File: src/rtl/pwbd_pkg.sv
// Package: shared constants and types of the pulse width bit decoder and framer.
package pwbd_pkg;

   localparam int FRAME_BITS       = 12;
   localparam int HIGH_NIBBLE_BITS = 4;
   localparam int COUNT_WIDTH      = $clog2(FRAME_BITS + 1);
   localparam int BYTE_WIDTH       = 8;
   localparam int CSR_INDEX_WIDTH  = 2;

   localparam logic [CSR_INDEX_WIDTH-1:0] CSR_BIT_PULSE_LIMIT   = 2'd0;
   localparam logic [CSR_INDEX_WIDTH-1:0] CSR_START_PULSE_LIMIT = 2'd1;
   localparam logic [CSR_INDEX_WIDTH-1:0] CSR_START_BYTE        = 2'd2;

   localparam logic [BYTE_WIDTH-1:0] BIT_PULSE_LIMIT_RESET   = 8'd15;
   localparam logic [BYTE_WIDTH-1:0] START_PULSE_LIMIT_RESET = 8'd50;
   localparam logic [BYTE_WIDTH-1:0] START_BYTE_RESET        = 8'hE5;

   typedef enum logic [1:0] {
      SLOT_START = 2'd0,
      SLOT_HIGH  = 2'd1,
      SLOT_LOW   = 2'd2,
      SLOT_CHECK = 2'd3
   } slot_type;

   typedef struct packed {
      logic                  load;
      logic [BYTE_WIDTH-1:0] start_byte;
      logic [BYTE_WIDTH-1:0] frame_high;
      logic [BYTE_WIDTH-1:0] frame_low;
      logic [BYTE_WIDTH-1:0] check_byte;
   } telegram_type;

endpackage

File: src/rtl/pwbd_if.sv
// Interfaces: pulse transaction channel and telegram byte channel.
interface pwbd_req_if;
   import pwbd_pkg::*;
   logic                  valid;
   logic                  ready;
   logic [BYTE_WIDTH-1:0] pulse_width;
   logic                  pin_level;

   modport source (output valid, output pulse_width, output pin_level, input ready);
   modport sink   (input valid, input pulse_width, input pin_level, output ready);
endinterface

interface pwbd_rsp_if;
   import pwbd_pkg::*;
   logic                  valid;
   logic                  ready;
   logic [BYTE_WIDTH-1:0] out_byte;
   logic                  last;

   modport source (output valid, output out_byte, output last, input ready);
   modport sink   (input valid, input out_byte, input last, output ready);
endinterface

File: src/rtl/pwbd_decoder.sv
// Decoder: limit registers, frame shift registers, bit count and telegram build.
module pwbd_decoder
   import pwbd_pkg::*;
(
   input  logic                       clock,
   input  logic                       reset,
   input  logic                       accept,
   input  logic [BYTE_WIDTH-1:0]      pulse_width,
   input  logic                       pin_level,
   input  logic                       csr_write_enable,
   input  logic [CSR_INDEX_WIDTH-1:0] csr_index,
   input  logic [BYTE_WIDTH-1:0]      csr_write_data,
   output logic                       near_full,
   output telegram_type               telegram
);

   logic [BYTE_WIDTH-1:0]  bit_limit_ff, start_limit_ff, start_byte_ff;
   logic [BYTE_WIDTH-1:0]  high_ff, high_in, low_ff, low_in;
   logic [COUNT_WIDTH-1:0] count_ff, count_in;
   logic                   data_bit, is_data, is_start, shift_en, complete;
   logic [BYTE_WIDTH-1:0]  sum;

   always_ff @(posedge clock) begin
      if (reset) begin
         bit_limit_ff   <= BIT_PULSE_LIMIT_RESET;
         start_limit_ff <= START_PULSE_LIMIT_RESET;
         start_byte_ff  <= START_BYTE_RESET;
      end else if (csr_write_enable) begin
         case (csr_index)
            CSR_BIT_PULSE_LIMIT:   bit_limit_ff   <= csr_write_data;
            CSR_START_PULSE_LIMIT: start_limit_ff <= csr_write_data;
            CSR_START_BYTE:        start_byte_ff  <= csr_write_data;
            default: ;
         endcase
      end
   end

   assign data_bit = ~pin_level;
   assign is_data  = pulse_width < bit_limit_ff;
   assign is_start = !is_data && (pulse_width > start_limit_ff);
   assign shift_en = accept && is_data && (count_ff < COUNT_WIDTH'(FRAME_BITS));

   always_comb begin
      high_in  = high_ff;
      low_in   = low_ff;
      count_in = count_ff;
      if (shift_en) begin
         if (count_ff < COUNT_WIDTH'(HIGH_NIBBLE_BITS)) begin
            high_in = {high_ff[BYTE_WIDTH-2:0], data_bit};
         end else begin
            low_in = {low_ff[BYTE_WIDTH-2:0], data_bit};
         end
         count_in = count_ff + COUNT_WIDTH'(1);
      end else if (accept && is_start) begin
         high_in  = {{(BYTE_WIDTH-1){1'b0}}, data_bit};
         low_in   = '0;
         count_in = '0;
      end
   end

   assign complete = shift_en && (count_in == COUNT_WIDTH'(FRAME_BITS));
   assign sum      = start_byte_ff + high_in + low_in;

   always_ff @(posedge clock) begin
      if (reset) begin
         high_ff  <= '0;
         low_ff   <= '0;
         count_ff <= '0;
      end else begin
         high_ff  <= high_in;
         low_ff   <= low_in;
         count_ff <= count_in;
      end
   end

   assign near_full           = count_ff == COUNT_WIDTH'(FRAME_BITS - 1);
   assign telegram.load       = complete;
   assign telegram.start_byte = start_byte_ff;
   assign telegram.frame_high = high_in;
   assign telegram.frame_low  = low_in;
   assign telegram.check_byte = BYTE_WIDTH'(0) - sum;

endmodule

File: src/rtl/pwbd_serializer.sv
// Serialiser: telegram result register and byte sequencer.
module pwbd_serializer
   import pwbd_pkg::*;
(
   input  logic                  clock,
   input  logic                  reset,
   input  telegram_type          telegram,
   input  logic                  take,
   output logic                  busy,
   output logic [BYTE_WIDTH-1:0] out_byte,
   output logic                  last
);

   logic [BYTE_WIDTH-1:0] start_ff, high_ff, low_ff, check_ff;
   slot_type              slot_ff, slot_in;
   logic                  busy_ff, busy_in;

   always_ff @(posedge clock) begin
      if (telegram.load) begin
         start_ff <= telegram.start_byte;
         high_ff  <= telegram.frame_high;
         low_ff   <= telegram.frame_low;
         check_ff <= telegram.check_byte;
      end
   end

   always_comb begin
      slot_in = slot_ff;
      busy_in = busy_ff;
      if (telegram.load) begin
         slot_in = SLOT_START;
         busy_in = 1'b1;
      end else if (take) begin
         if (slot_ff == SLOT_CHECK) begin
            busy_in = 1'b0;
         end else begin
            slot_in = slot_type'(slot_ff + 2'd1);
         end
      end
   end

   always_ff @(posedge clock) begin
      if (reset) begin
         slot_ff <= SLOT_START;
         busy_ff <= 1'b0;
      end else begin
         slot_ff <= slot_in;
         busy_ff <= busy_in;
      end
   end

   always_comb begin
      case (slot_ff)
         SLOT_START: out_byte = start_ff;
         SLOT_HIGH:  out_byte = high_ff;
         SLOT_LOW:   out_byte = low_ff;
         SLOT_CHECK: out_byte = check_ff;
         default:    out_byte = start_ff;
      endcase
   end

   assign busy = busy_ff;
   assign last = slot_ff == SLOT_CHECK;

endmodule

File: src/rtl/pulse_width_bit_decoder_framer.sv
// Top level: pulse width bit decoder and telegram framer.
// Latency: the start byte of a telegram is shown the cycle after the pulse that completes
// the frame is accepted; the four bytes follow at one per cycle while the sink takes them.
// Throughput: one pulse transaction per cycle; the input stalls only while a telegram is
// still draining and the frame lacks one bit, since the serialiser holds one telegram.
// Reset: synchronous, active high; clears the frame and count, restores limits and start byte.
module pulse_width_bit_decoder_framer
   import pwbd_pkg::*;
(
   input  logic                       clock,
   input  logic                       reset,
   pwbd_req_if.sink                   req_chan,
   pwbd_rsp_if.source                 rsp_chan,
   input  logic                       csr_write_enable,
   input  logic [CSR_INDEX_WIDTH-1:0] csr_index,
   input  logic [BYTE_WIDTH-1:0]      csr_write_data
);

   logic         accept;
   logic         near_full;
   logic         busy;
   logic         take;
   telegram_type telegram;

   // Hold off pulses only when one more data bit could complete a frame while the
   // previous telegram still occupies the serialiser.
   assign req_chan.ready = !(busy && near_full);
   assign accept         = req_chan.valid && req_chan.ready;
   assign take           = rsp_chan.valid && rsp_chan.ready;

   // Decode the pulse, advance the frame and build the telegram in the accepting cycle.
   pwbd_decoder u_decoder (
      .clock            (clock),
      .reset            (reset),
      .accept           (accept),
      .pulse_width      (req_chan.pulse_width),
      .pin_level        (req_chan.pin_level),
      .csr_write_enable (csr_write_enable),
      .csr_index        (csr_index),
      .csr_write_data   (csr_write_data),
      .near_full        (near_full),
      .telegram         (telegram)
   );

   // Register the telegram and hand its bytes out one transaction at a time.
   pwbd_serializer u_serializer (
      .clock    (clock),
      .reset    (reset),
      .telegram (telegram),
      .take     (take),
      .busy     (busy),
      .out_byte (rsp_chan.out_byte),
      .last     (rsp_chan.last)
   );

   assign rsp_chan.valid = busy;

endmodule

File: src/flat_wrapper.sv
// flat-port wrapper written by rule: the top's interface ports become plain ports
module pulse_width_bit_decoder_framer_flat import pwbd_pkg::*;
  (clock, reset, csr_write_enable, csr_index, csr_write_data, req_chan_valid, req_chan_pulse_width, req_chan_pin_level, req_chan_ready, rsp_chan_valid, rsp_chan_out_byte, rsp_chan_last, rsp_chan_ready);
  pwbd_req_if req_chan_i ();
  pwbd_rsp_if rsp_chan_i ();
  input  logic clock;
  input  logic reset;
  input  logic csr_write_enable;
  input  logic [CSR_INDEX_WIDTH-1:0] csr_index;
  input  logic [BYTE_WIDTH-1:0] csr_write_data;
  input wire logic [$bits(req_chan_i.valid)-1:0] req_chan_valid;
  input wire logic [$bits(req_chan_i.pulse_width)-1:0] req_chan_pulse_width;
  input wire logic [$bits(req_chan_i.pin_level)-1:0] req_chan_pin_level;
  output wire logic [$bits(req_chan_i.ready)-1:0] req_chan_ready;
  output wire logic [$bits(rsp_chan_i.valid)-1:0] rsp_chan_valid;
  output wire logic [$bits(rsp_chan_i.out_byte)-1:0] rsp_chan_out_byte;
  output wire logic [$bits(rsp_chan_i.last)-1:0] rsp_chan_last;
  input wire logic [$bits(rsp_chan_i.ready)-1:0] rsp_chan_ready;
  assign req_chan_i.valid = req_chan_valid;
  assign req_chan_i.pulse_width = req_chan_pulse_width;
  assign req_chan_i.pin_level = req_chan_pin_level;
  assign req_chan_ready = req_chan_i.ready;
  assign rsp_chan_valid = rsp_chan_i.valid;
  assign rsp_chan_out_byte = rsp_chan_i.out_byte;
  assign rsp_chan_last = rsp_chan_i.last;
  assign rsp_chan_i.ready = rsp_chan_ready;
  pulse_width_bit_decoder_framer u_core (.clock(clock), .reset(reset), .req_chan(req_chan_i), .rsp_chan(rsp_chan_i), .csr_write_enable(csr_write_enable), .csr_index(csr_index), .csr_write_data(csr_write_data));
endmodule
File: config.mk
export PLATFORM = sky130hd
export DESIGN_NAME = pulse_width_bit_decoder_framer_flat
export DESIGN_NICKNAME = d
export VERILOG_FILES = /design/src/rtl/pwbd_pkg.sv /design/src/rtl/pwbd_if.sv /design/src/rtl/pwbd_decoder.sv /design/src/rtl/pwbd_serializer.sv /design/src/rtl/pulse_width_bit_decoder_framer.sv /design/src/flat_wrapper.sv
export SDC_FILE = /design/constraint.sdc
export NUM_CORES = 1
export LEC_CHECK = 0
export ABC_AREA = 1
export BUFFER_PORTS_ARGS = -buffer_cell sky130_fd_sc_hd__buf_2
export CELL_PAD_IN_SITES_DETAIL_PLACEMENT = 0
export CELL_PAD_IN_SITES_GLOBAL_PLACEMENT = 1
export CORE_MARGIN = 2
export CORE_UTILIZATION = 41
export CTS_CLUSTER_SIZE = 28
export DETAILED_ROUTE_END_ITERATION = 8
export PLACE_DENSITY_LB_ADDON = 0.1
export SYNTH_ARGS = -nofsm -noshare
export SYNTH_HDL_FRONTEND = slang
export SYNTH_SLANG_ARGS = --single-unit
File: constraint.sdc
create_clock -name clock -period 3.8 [get_ports clock]
set_input_delay 0.38 -clock clock [delete_from_list [all_inputs] [get_ports clock]]
set_output_delay 0.38 -clock clock [all_outputs]
set_load 0.05 [all_outputs]
# == Word-level counts from Yosys, hierarchy flattened ==
# Cells that the tools add are included.
# word_totals
ff_bits,79
output_inout_bits,11
wordCells,62
# op_classes
addsub,5
order_cmp,4
eq_ne,7
n_mux,12
bitwise,2
reduce_logical,20
# op_table
cell,n
8-bit two-way mux,6
8-bit case mux with 4 select lines,1
8-bit adder,2
2-bit AND reduction,5
"4-bit equality test, second input constant",2
8-bit > comparator,1
1-bit logical AND,8
8-bit less-than comparator,1
4-bit two-way mux,2
"1-bit by 8-bit subtractor with 8-bit output, first input constant",1
"2-bit equality test, second input constant",3
"4-bit by 1-bit adder with 4-bit output, second input constant",1
"2-bit by 1-bit equality test with 1-bit output, second input constant",2
2-bit zero test,2
"4-bit by 3-bit less-than comparator with 1-bit output, second input constant",1
"4-bit less-than comparator, second input constant",1
2-bit nonzero test,2
1-bit two-way mux,3
"2-bit by 1-bit adder with 2-bit output, second input constant",1
1-bit zero test,2
1-bit NOT,2
2-bit OR reduction,1

# == Depth between registers and ports, before layout ==
# depth
word_depth,11
ltp_mapped,28

# == By module ==
# A second synthesis with hierarchy kept.
# hier_totals
hier_cells,535
hier_area_um2,4384.2
# modules_own_cells
module,instances,cells_per_inst,area_each_um2,seq_area_each_um2
pwbd_decoder,1,404,2935.3,880.8
pwbd_serializer,1,126,1428.9,1021.0
pulse_width_bit_decoder_framer,1,5,20.0,0.0

# == Least setup slack after synthesis ==
# No wires, ideal clock.
# synth_path
path_type,register -> register
from,"reg u_core.u_serializer.busy_ff, in the netlist u_core.u_serializer.busy"
to,"reg u_core.u_serializer.check_ff[7], data pin"
setup_ps,249
arrival_time_ps,4044
t_required_ps,3551
slack_ps,-493
stages_incl_launch_ff,23
period_less_slack_ps,4293
path_cell_list,dfxtp_1 > nand3_2 > nand2_2 > nor2_4 > nand3_4 > buf_6 > nor2_4 > o21ai_1 > a21oi_1 > ha_1 > fa_1 > inv_1 > ha_1 > fa_1 > a21oi_1 > o21bai_1 > nand2_1 > nand2_1 > a21oi_1 > xor2_1 > nand2_1 > nand2_1 > inv_1
# synth_rtl
element,line_no,text
start: declaration,pwbd_serializer.sv:16,"logic busy_ff, busy_in;"
start signal: assignment,pwbd_serializer.sv:48,busy_ff <= busy_in;
end signal: assignment,pwbd_serializer.sv:23,check_ff <= telegram.check_byte;
end: declaration,pwbd_serializer.sv:14,"logic [BYTE_WIDTH-1:0] start_ff, high_ff, low_ff, check_ff;"

==> results.sh <==
export IMPL_synth_avg_cell_area_um2=8.64
export IMPL_dr_pass1_iters=4
export IMPL_rsz0062_at_grt="yes"
export IMPL_power_density_nw_per_um2=342
export IMPL_violations="negative setup slack"
export IMPL_fin_ws_ns=-0.137
export IMPL_period_needed_ns=3.94
export IMPL_postLayoutCellArea_um2=5450
export IMPL_critical_path_max_stage_delay_ns=0.50
export IMPL_vias=3490
export IMPL_total_power_mw=1.86
export IMPL_cts_tree="built"
export IMPL_drt_iter0_drc=195
export IMPL_worstSetupPathType="register to register"
export IMPL_overflow=0
export IMPL_drc_errors=0
export IMPL_start_util_pct=41.7
export IMPL_cts_sinks=79
export IMPL_placed_area_um2=5040
export IMPL_end_kind="register"
export IMPL_r2r_start="u_core.u_decoder.bit_limit_ff[7]"
export IMPL_multi_input_area_um2=2230
export IMPL_die_area_um2=11200
export IMPL_fin_util_pct=53.2
export IMPL_path_max_fanout=4
export IMPL_fin_nets=646
export IMPL_synthCells=494
export IMPL_reg2reg_to="u_core.u_serializer.check_ff[7]"
export IMPL_core_area_um2=10200
export IMPL_numCtsBuffers=9
export IMPL_num_rows=37
export IMPL_htreeDepth=3
export IMPL_first_global_vias=3525
export IMPL_place_detailed_hpwl_mm=7.68
export IMPL_fp_dieH_um=106
export IMPL_ys_seq_area_share_pct=44.6
export IMPL_worstHoldEndpoint="u_core.u_decoder.bit_limit_ff[3]"
export IMPL_relSlewSlack_pct=39.6
export IMPL_die_w_um=106
export IMPL_hold_depth=3
export IMPL_maxCapViolCount=0
export IMPL_worst_clock_skew_ns=0.0133
export IMPL_antenna_found_initial=0
export IMPL_ff_latch_area_um2=1910
export IMPL_synth_edf_count=32
export IMPL_maxSlewViolCount=0
export IMPL_grt_usage_pct=20.2
export IMPL_wl_per_cell_um=14.4
export IMPL_hold_viol_final=0
export IMPL_ys_ff_latch=79
export IMPL_yosys_warnings=0
export IMPL_vias_per_cell=4.83
export IMPL_n_antenna_cell=0
export IMPL_finalWirelength_mm=10.4
export IMPL_area_growth_pct=27.7
export IMPL_postCtsHoldBufs=0
export IMPL_cp_arrival_ns=4.06
export IMPL_min_delay_start="csr_write_data[3]"
export IMPL_ys_types=36
export IMPL_synth_flop_cell="dfxtp_1"
export IMPL_rr_worst_depth=23
export IMPL_ir_drop_uv=224
export IMPL_syn_nets=559
export IMPL_slowest_stage="fa_1"
export IMPL_cp_start_kind="register"
export IMPL_crit_required_ns=3.93
export IMPL_rrSetupSlack_ns=-0.14
export IMPL_tightest_slew_ns=0.904
export IMPL_cts_max_path_buffers=2
export IMPL_clk_pin_slew_ns=0.09
export IMPL_async_reset_ff_share_pct=0
export IMPL_root_buffer="clkbuf_8"
export IMPL_outcome="complete, but fails checks"
export IMPL_netlist_area_um2=4270
export IMPL_p_leak_nw=2.36
export IMPL_drive_gt1_share_pct=29.4
export IMPL_cp_common_cell="a21oi_2"
export IMPL_finalSetupViolations=2
export IMPL_detail_route_antenna_nets=0
export IMPL_n_fill_cell=967
export IMPL_grt_pass1_wl_mm=17.6
export IMPL_cp_cell_sequence="inv_2 > ha_4 > a21oi_2 > o21a_1 > buf_6 > nand3_4 > nor2_4 > o21ai_4 > a21oi_2 > ha_1 > fa_1 > inv_2 > ha_4 > fa_2 > a21oi_2 > o21bai_2 > nand2_1 > nand2_2 > a21oi_2 > xor2_1 > nand2_1 > nand2_1 > inv_1"
export IMPL_fin_crit_sh_pct=104
export IMPL_grt_max_degree=33
export IMPL_clock_latency_ns=0.35
export IMPL_gp_congestion=0.806
export IMPL_hp_class="primary input to register"
export IMPL_ios=35
export IMPL_io_buffers=34
export IMPL_fmax_mhz=254
[state kept, by name, summed over array words and instances (netlist names), 4 cells and up]
register                         flops
u_core.u_decoder.bit_limit_ff        8
u_core.u_decoder.count_ff            4
u_core.u_decoder.high_ff             8
u_core.u_decoder.low_ff              8
u_core.u_decoder.start_byte_ff       8
u_core.u_decoder.start_limit_ff      8
u_core.u_serializer.check_ff         8
u_core.u_serializer.high_ff          8
u_core.u_serializer.low_ff           8
u_core.u_serializer.start_ff         8
[logic make-up (layout without fill, tap and decap cells)]
group	count (synthesis)	in the layout	share of synthesized area (%)
AND/OR/NAND/NOR	170	170	17.4
flip-flops	79	79	44.6
AO/OA/AOI/OAI	98	98	13.6
adder cells (fa/ha/maj)	41	41	13.3
XOR/XNOR	10	10	2.05
buffers and inverters	96	188	9.12
[area by class of cell]
class	count	share of cell area (%)
clock buffers	13	2.94
multi-input cells	319	41.0
clock inverters	3	0.781
well taps	136	3.12
flip-flops and latches	79	35.1
repair buffers	93	11.6
inverters	79	5.49
[worst max-delay path, delay by kind of cell, from the launching register on]
| kind | cells | cell delay (ns) |
|---|---|---|
| adder cells (fa/ha/maj) | 5 | 1.49 |
| AO/OA/AOI/OAI | 7 | 0.86 |
| AND/OR/NAND/NOR | 6 | 0.60 |
| flip-flops | 1 | 0.32 |
| buffers and inverters | 4 | 0.25 |
| XOR/XNOR | 1 | 0.18 |
[per-stage QoR]
stage	setup WS [ns]	hold slack, ns	TNS (ns)	std cells
floorplan	-0.0224	0.408	-0.0224	494
global placement	-0.359	0.418	-0.740	700
detailed placement	-0.407	0.417	-0.851	700
CTS	-0.150	0.259	-0.153	720
global route	-0.381	0.298	-0.624	722
finish	-0.137	0.270	-0.168	722
[report_power, final]
group | total [mW] | switching, mW | internal [mW] | leakage [nW]
Sequential | 0.911 | 0.00908 | 0.902 | 0.660
Combinational | 0.292 | 0.158 | 0.134 | 1.60
Clock | 0.659 | 0.315 | 0.344 | 0.0988
Total | 1.86 | 0.482 | 1.38 | 2.36
[routing by layer]
layer  wire length [um]  GRT usage (%)  up-vias
li1                   -              -     1788
met1               4850           26.1     1623
met2               5060           34.1       62
met3                310           3.56       17
met4                196           6.77        0
met5                  0              0        -
[cell usage in the layout, fill, tap and decap left out, drive strengths merged, types with 4 or more instances in the layout]
master	Yosys	routed
nand3	21	21
nor3	4	4
o211ai	11	11
ha	34	34
dfxtp	47	47
fa	7	7
buf	8	93
edfxtp	32	32
nand2	96	96
o21ai	38	38
a21oi	35	35
xor2	8	8
inv	79	79
clkbuf	9	13
nor2	46	46
a22o	8	8
[synth_stat cells, drive strengths merged, types with 9 or more instances]
cell | count | share of area, %
nand2 | 96 | 8.6
inv | 79 | 7.0
dfxtp | 47 | 22
nor2 | 46 | 4.5
o21ai | 38 | 4.5
a21oi | 35 | 4.4
ha | 34 | 10
edfxtp | 32 | 23
nand3 | 21 | 3.2
o211ai | 11 | 2.1
clkbuf | 9 | 0.79
[how the worst max path moves through the flow]
stage / end / depth (start not counted) / start
floorplan: u_core.u_serializer.check_ff[7] / 22 / req_chan_pulse_width[7]
global placement: u_core.u_serializer.check_ff[6] / 22 / req_chan_pulse_width[3]
detailed placement: u_core.u_serializer.check_ff[6] / 22 / req_chan_pulse_width[3]
CTS: u_core.u_serializer.check_ff[7] / 23 / u_core.u_decoder.bit_limit_ff[3]
global route: u_core.u_serializer.check_ff[7] / 23 / u_core.u_decoder.bit_limit_ff[5]
finish: u_core.u_serializer.check_ff[7] / 23 / u_core.u_decoder.bit_limit_ff[7]
[timing repair]
item / CTS / global route
resized for setup: 24 / 17
setup endpoints to repair: 2 / 4
hold endpoints to repair: 0 / 0
pin swaps: 25 / 19
buffers inserted: 4 / 2
No activity file was read; power rests on OpenSTA's default activity.
